==> src/hdl/tcw_pkg.sv <==
// shared types, field widths and constants for the text console writer
// no dependencies; imported by every module of the block
package tcw_pkg;

    localparam int DEF_COLUMNS = 80;
    localparam int DEF_ROWS    = 25;

    // fixed widths of the item fields
    localparam int CHAR_W   = 8;
    localparam int COLOR_W  = 8;
    localparam int F_ROW_W  = 5;
    localparam int F_COL_W  = 7;

    localparam logic [CHAR_W-1:0]  NEWLINE_BYTE = 8'd10;
    localparam logic [CHAR_W-1:0]  SPACE_BYTE   = 8'h20;
    localparam logic [COLOR_W-1:0] RESET_COLOR  = 8'd7;

    localparam logic CMD_PUT  = 1'b0;
    localparam logic CMD_READ = 1'b1;

    typedef struct packed {
        logic               cmd;
        logic [CHAR_W-1:0]  char_code;
        logic [F_ROW_W-1:0] read_row;
        logic [F_COL_W-1:0] read_col;
    } in_item_t;

    typedef struct packed {
        logic [CHAR_W-1:0]  cell_char;
        logic [COLOR_W-1:0] cell_color;
        logic [F_ROW_W-1:0] cursor_row;
        logic [F_COL_W-1:0] cursor_col;
    } out_item_t;

    // controller to datapath
    typedef struct packed {
        logic load_item;
        logic calc_row;
        logic calc_addr;
        logic sweep_addr;
        logic access;
        logic clr_wr;
        logic sweep_wr;
        logic out_load;
    } dp_cmd_t;

    // datapath to controller
    typedef struct packed {
        logic clr_last;
        logic sweep_last;
        logic scroll_need;
        logic out_free;
    } dp_status_t;

endpackage

==> src/hdl/tcw_ctrl.sv <==
// sequencer for the text console writer: clearing pass, item steps, row blanking
// depends on tcw_pkg (dp_cmd_t, dp_status_t)
module tcw_ctrl import tcw_pkg::*;
(
    input  logic       clk,
    input  logic       rst_n,
    input  logic       in_valid,
    output logic       in_ready,
    input  dp_status_t st,
    output dp_cmd_t    cmd
);

    localparam logic [2:0] S_CLEAR  = 3'd0;
    localparam logic [2:0] S_IDLE   = 3'd1;
    localparam logic [2:0] S_ROW    = 3'd2;
    localparam logic [2:0] S_ADDR   = 3'd3;
    localparam logic [2:0] S_ACCESS = 3'd4;
    localparam logic [2:0] S_SADDR  = 3'd5;
    localparam logic [2:0] S_SWEEP  = 3'd6;
    localparam logic [2:0] S_RESULT = 3'd7;

    logic [2:0] state_reg;
    logic [2:0] state_next;

    always_ff @(posedge clk or negedge rst_n)
    begin
        if (!rst_n)
        begin
            state_reg <= S_CLEAR;
        end
        else
        begin
            state_reg <= state_next;
        end
    end

    always_comb
    begin
        state_next = state_reg;
        cmd        = '0;
        in_ready   = 1'b0;
        case (state_reg)
            S_CLEAR:
            begin
                cmd.clr_wr = 1'b1;
                if (st.clr_last)
                begin
                    state_next = S_IDLE;
                end
            end
            S_IDLE:
            begin
                in_ready = 1'b1;
                if (in_valid)
                begin
                    cmd.load_item = 1'b1;
                    state_next    = S_ROW;
                end
            end
            S_ROW:
            begin
                cmd.calc_row = 1'b1;
                state_next   = S_ADDR;
            end
            S_ADDR:
            begin
                cmd.calc_addr = 1'b1;
                state_next    = S_ACCESS;
            end
            S_ACCESS:
            begin
                cmd.access = 1'b1;
                state_next = st.scroll_need ? S_SADDR : S_RESULT;
            end
            S_SADDR:
            begin
                cmd.sweep_addr = 1'b1;
                state_next     = S_SWEEP;
            end
            S_SWEEP:
            begin
                cmd.sweep_wr = 1'b1;
                if (st.sweep_last)
                begin
                    state_next = S_RESULT;
                end
            end
            S_RESULT:
            begin
                if (st.out_free)
                begin
                    cmd.out_load = 1'b1;
                    state_next   = S_IDLE;
                end
            end
            default:
            begin
                state_next = S_IDLE;
            end
        endcase
    end

endmodule

==> config.mk <==
export PLATFORM = sky130hd
export DESIGN_NAME = tcw_ctrl
export DESIGN_NICKNAME = d
export VERILOG_FILES = /design/src/hdl/tcw_pkg.sv /design/src/hdl/tcw_ctrl.sv
export SDC_FILE = /design/constraint.sdc
export NUM_CORES = 1
export LEC_CHECK = 0
export BUFFER_PORTS_ARGS = -buffer_cell sky130_fd_sc_hd__buf_4
export CAP_MARGIN = 20
export CELL_PAD_IN_SITES_DETAIL_PLACEMENT = 1
export CELL_PAD_IN_SITES_GLOBAL_PLACEMENT = 1
export CORE_AREA = 2 2 39 41
export CTS_BUF_LIST = sky130_fd_sc_hd__clkbuf_8
export DETAILED_ROUTE_END_ITERATION = 7
export DIE_AREA = 0 0 41 43
export PLACE_DENSITY_LB_ADDON = 0.1
export SLEW_MARGIN = 20
export SYNTH_ARGS = -nofsm -noshare
export SYNTH_HDL_FRONTEND = slang
export SYNTH_SLANG_ARGS = --single-unit
export TNS_END_PERCENT = 5
==> constraint.sdc <==
create_clock -name clk -period 1.3 [get_ports clk]
set_input_delay 0.13 -clock clk [delete_from_list [all_inputs] [get_ports clk]]
set_output_delay 0.13 -clock clk [all_outputs]
set_load 0.05 [all_outputs]
==> results of run 1 <==
-- critical path, stage by stage (launching register included) --
cell and delay, ps:
dfrtp_1 390, buf_12 150, buf_4 140, and3b_1 180
buf_6 150
-- per-stage QoR --
stage,hold WS [ps],worst slack (ps)
global route,178,-131
floorplan,-166,-256
CTS,162,-97.6
detailed placement,-78.4,40.6
global placement,-76.7,76.1
finish,165,-69.0
-- Yosys cell counts --
cell type and n:
mux4_2 1, and2_1 2, nor2_1 4, nor3b_2 1
a32oi_1 1, or2b_1 2, a21oi_1 1, nand2b_1 1
nand2_1 1, nor3b_1 1, o21bai_1 1, dfrtp_1 3
buf_2 1, or2_1 1, and4_1 1, and3b_1 2
nor3_1 1, clkbuf_1 2
-- cell families (layout without fill, tap and decap cells) --
family                 Yosys count  in the layout
AO/OA/AOI/OAI                    3              3
buffers and inverters            3             24
flip-flops                       3              3
multiplexers                     1              1
AND/OR/NAND/NOR                 17             17
-- metal layers --
| layer | share of wire | vias to the layer above |
|---|---|---|
| met4 | 0.014 | 0 |
| met3 | 0.095 | 3 |
| li1 | - | 134 |
| met2 | 0.50 | 12 |
| met1 | 0.39 | 135 |
| met5 | 0 | - |
-- layout by cell type, fill, tap and decap left out --
| cell | count |
|---|---|
| nor2_2 | 1 |
| or2_1 | 1 |
| and4_1 | 1 |
| nand2b_1 | 1 |
| buf_4 | 9 |
| nor2_1 | 3 |
| and2_4 | 1 |
| nor3_2 | 1 |
| buf_6 | 8 |
| a21oi_1 | 1 |
| buf_8 | 1 |
| dfrtp_2 | 2 |
| clkbuf_8 | 3 |
| or2b_1 | 2 |
| and3b_1 | 2 |
| inv_1 | 1 |
| a32oi_1 | 1 |
| dfrtp_1 | 1 |
| nor3b_4 | 1 |
| buf_12 | 1 |
| and2_1 | 1 |
| nor3b_2 | 1 |
| nand2_1 | 1 |
| o21bai_1 | 1 |
| mux4_2 | 1 |
| dlygate4sd3_1 | 1 |
-- final timing paths --
kind                           endpoint  slack, ps  cells after the start
setup / recovery                 cmd[1]        -70                      4
hold / removal             state_reg[1]        160                      3
setup reg to reg           state_reg[0]        -40                      3
hold reg to reg            state_reg[1]        580                      1
max in group asynchronous  state_reg[1]        950                      2
min in group asynchronous  state_reg[0]        240                      2
-- cell type report --
class / count / area, sq um
fill: 161 / 863
timing repair buffer: 20 / 203
multi-input combinational: 21 / 175
sequential: 3 / 77.6
clock buffer: 3 / 41.3
tap: 16 / 20.0
clock inverter: 1 / 3.75
-- power groups by stage --
stage | clock (mW) | sequential [mW] | combinational [mW]
after floorplan | 0 | 0.172 | 0.640
after global placement | 0 | 0.235 | 0.807
after detailed placement | 0 | 0.239 | 0.808
after CTS | 0.270 | 0.243 | 0.884
after global routing | 0.281 | 0.255 | 0.984
final | 0.262 | 0.243 | 0.931
-- repair_timing --
item / in CTS / in global routing
hold buffers: 1 / 0
buffers inserted: 1 / 1
setup endpoints to repair: 9 / 9
pin swaps: 0 / 2
hold endpoints to repair: 3 / 0
gates resized for setup: 9 / 4
==> impl_metrics.json, run 1 <==
{
  "drcViolationCount": 0,
  "netlist_area_sq_um": 241,
  "timing.rr.start": "state_reg[2]",
  "worst-path-max-fanout": 11,
  "met3_usage": 0.0524,
  "placed_area_sq_um": 408,
  "tightest_slew_ps": 221,
  "grt_overflow": 0,
  "row_count": 14,
  "min_period_ps": 1370,
  "cts_buffers": 3,
  "design_power_total_mw": 1.44,
  "yosys.area_share.simple": 0.456,
  "max_freq_mhz": 730,
  "met2_usage": 0.103,
  "clk_path_buf_depth": 2,
  "rsz0062_at_grt": "true",
  "synth_cell_types": 18,
  "die-height_um": 43,
  "area_growth_pct": 116,
  "yosysTopAreaCellShare": 0.311,
  "clkPwrFrac": 0.183,
  "violations": "negative setup slack",
  "setup_viol": 7,
  "outcome": "finished with violations",
  "hold_path.class": "in -> reg",
  "largest_reg_flops": 3,
  "grt_util_met1": 0.118,
  "fin_nets": 56,
  "num_antenna_cells": 0,
  "synth_top_family_by_area": "simple AND/OR/NAND/NOR gates",
  "intPower_mw": 0.778,
  "grt_pass1_wl_mm": 1.01,
  "vdd_ir_drop_max_uv": 858,
  "syn-num-nets": 34,
  "seqPwrFrac": 0.169,
  "slew_headroom": 0.853,
  "pwr-share-comb": 0.648,
  "final.setup.worst_slack_ps": -69.0,
  "antenna_found_initial": 0,
  "hpwl_um": 475,
  "synth-compound-area-share": 0.0881,
  "grt_pass1_vias": 244,
  "grt-busiest-layer": "met1",
  "yosysTopAreaCell": "dfrtp_1",
  "yosysSeqAreaShare": 0.311,
  "vias": 284,
  "clock_sinks": 3,
  "fin_crit_sh": 1.05,
  "die_area_sq_um": 1760,
  "yosys-top-cells-area": "dfrtp_1 (31%), mux4_2 (9.3%), and3b_1 (7.3%)",
  "netlist_instances": 27,
  "clk_pin_slew_ps": 30,
  "io_pins": 16,
  "crit_arrival_ps": 1240,
  "ant_nets": 0,
  "layout-drive-gt1-share": 0.625,
  "io_buffer_count": 15,
  "synthMuxAreaShare": 0.0933,
  "grt_max_degree": 15,
  "cts-root-buf": "clkbuf_8",
  "layout.cells.non_filler": 64,
  "clock_skew_ps": 3.62,
  "initial_core_util": 0.175,
  "p_switching_mw": 0.659,
  "ys_ff_latch": 3,
  "crit_required_ps": 1170,
  "drt_iter0_markers": 0,
  "hold_viol": 0,
  "critical_path_class": "reg -> out",
  "htree_levels": 1,
  "grt.total_usage": 0.0858,
  "final-max-slew-violation-count": 0,
  "netSwitchingFraction": 0.459,
  "dp_cells": 57,
  "synth_fa_ha_area_frac": 0,
  "start_kind": "register",
  "finalSetupTns_ps": -286,
  "wire_per_inst_um": 10.9,
  "yosys.area_share.xor_xnor": 0,
  "drv_cap": 0,
  "cts_tree": "yes",
  "endpoint_kind": "output pin",
  "static-leakage-power_nw": 0.242,
  "wl_um": 696,
  "dr.pass1.iters": 1,
  "finalInstanceArea_sq_um": 520,
  "vias_per_cell": 4.44,
  "gp_congestion": 0.678,
  "critPathLaunch": "state_reg[2]",
  "p_per_area_nw_per_um2": 2760,
  "core_area_sq_um": 1380,
  "syn_area_per_cell_sq_um": 8.94,
  "final_core_util": 0.376,
  "die_w_um": 41,
  "hold_start": "st[1]",
  "clock_latency_ps": 220,
  "ys_warn_count": 0
}
Power figures use the tool's default switching activity.
==> run 2, diff against run 1 <==
Settings changed: CELL_PAD_IN_SITES_DETAIL_PLACEMENT 1 to unset, CELL_PAD_IN_SITES_GLOBAL_PLACEMENT 1 to unset, PLACE_DENSITY_LB_ADDON 0.1 to unset.
==> impl_metrics.json, run 2 (synthesis results as in run 1) <==
{
  "vdd_ir_drop_max_uv": 1000,
  "dr.pass1.iters": 2,
  "grt_pass1_wl_mm": 1.06,
  "path_cells": "buf_6 -> nor3b_4 -> and2_4 -> buf_8",
  "rsz0062_at_grt": "true",
  "grt_max_degree": 12,
  "core_area_sq_um": 1380,
  "p_per_area_nw_per_um2": 2780,
  "io_buffer_count": 15,
  "gp_congestion": 0.698,
  "multi_input_area_sq_um": 185,
  "hpwl_um": 436,
  "die_area_sq_um": 1760,
  "grt_pass1_vias": 225,
  "p_switching_mw": 0.702,
  "cts-root-buf": "clkbuf_8",
  "setup_viol": 5,
  "crit_arrival_ps": 1210,
  "clock_skew_ps": 0.737,
  "dp_cells": 57,
  "wl_um": 731,
  "antenna_found_initial": 0,
  "row_count": 14,
  "num_antenna_cells": 0,
  "critical_path_class": "reg -> out",
  "max_freq_mhz": 749,
  "clkPwrFrac": 0.172,
  "mostFrequentLayoutCell": "buf_4",
  "layout_common_cells": "buf_4 (12), buf_6 (10), nor2_1 (4)",
  "drcViolationCount": 0,
  "wire_per_inst_um": 10.8,
  "slew_headroom": 0.871,
  "finalSetupTns_ps": -121,
  "netSwitchingFraction": 0.455,
  "tightest_slew_ps": 193,
  "cts_tree": "yes",
  "die-height_um": 43,
  "start_kind": "register",
  "grt.total_usage": 0.0898,
  "static-leakage-power_nw": 0.267,
  "fin_crit_sh": 1.03,
  "min_period_ps": 1340,
  "layout-drive-gt1-share": 0.635,
  "design_power_total_mw": 1.54,
  "vias_per_cell": 4.24,
  "htree_levels": 1,
  "clock_sinks": 3,
  "hold_path.class": "in -> reg",
  "pwr-share-comb": 0.683,
  "placed_area_sq_um": 395,
  "die_w_um": 41,
  "final-max-slew-violation-count": 0,
  "n_fill_cell": 142,
  "io_pins": 16,
  "ant_nets": 0,
  "clk_path_buf_depth": 2,
  "area_growth_pct": 130,
  "clock_latency_ps": 210,
  "hold_viol": 0,
  "drv_cap": 0,
  "whs_ps": 178,
  "fin_nets": 60,
  "slowest_delay_ps": 370,
  "worst-path-max-fanout": 7,
  "seqCellArea_sq_um": 77.6,
  "slowest_stage": "dfrtp_1",
  "layout.cells.non_filler": 68,
  "intPower_mw": 0.840,
  "final.setup.worst_slack_ps": -36.0,
  "r2r_slack_ps": 10,
  "crit_required_ps": 1170,
  "endpoint_kind": "output pin",
  "grt_overflow": 0,
  "final_core_util": 0.401,
  "violations": "negative setup slack",
  "finalInstanceArea_sq_um": 556,
  "outcome": "finished with violations",
  "initial_core_util": 0.175,
  "largest_reg_flops": 3,
  "drt_iter0_markers": 3,
  "cts_buffers": 3,
  "clk_pin_slew_ps": 30,
  "seqPwrFrac": 0.145,
  "vias": 288,
  "dp_worst_setup_slack_ps": 32.0
}
[run 2: cell types whose count changed in the layout (fill, tap and decap cells not counted), sizes merged]
cell	delta
buf	+4
[run 2: power by group through the flow]
stage / combinational, mW / clock [mW] / sequential, mW
floorplan: 0.640 / 0 / 0.172
global placement: 0.753 / 0 / 0.236
detailed placement: 0.759 / 0 / 0.242
CTS: 0.856 / 0.268 / 0.252
global route: 1.12 / 0.284 / 0.232
finish: 1.05 / 0.265 / 0.224
[run 2: path summary, 6_finish.rpt]
check,depth (start not counted),start,endpoint
min reg2reg,2,state_reg[0],state_reg[1]
min,3,st[1],state_reg[1]
max in group asynchronous,2,rst_n,state_reg[0]
min in group asynchronous,2,rst_n,state_reg[1]
max reg2reg,3,state_reg[2],state_reg[0]
max,4,state_reg[2],cmd[7]
[run 2: cell type report]
class	count	share of cell area
clock inverters	1	0.00676
well taps	16	0.0360
multi-input cells	21	0.333
clock buffers	3	0.0743
repair buffers	24	0.410
flip-flops and latches	3	0.140
[run 2: timing repair]
item                       CTS  global route
pin swaps                    1             5
resized for setup            9            10
setup endpoints to repair    9             9
hold buffers                 1             0
hold endpoints to repair     3             0
buffers inserted             2             4
[run 2: per-layer routing]
metal,share of wire,GRT usage,up-vias
li1,-,-,146
met1,0.45,0.144,133
met2,0.48,0.103,9
met3,0.070,0.0314,0
met4,0,0.0400,0
met5,0,0,-
[run 2: worst max-delay path: cells and delay by family, from the launching register on]
kind                   cells  cell delay, ps
flip-flops                 1             370
AND/OR/NAND/NOR            2             350
buffers and inverters      2             270
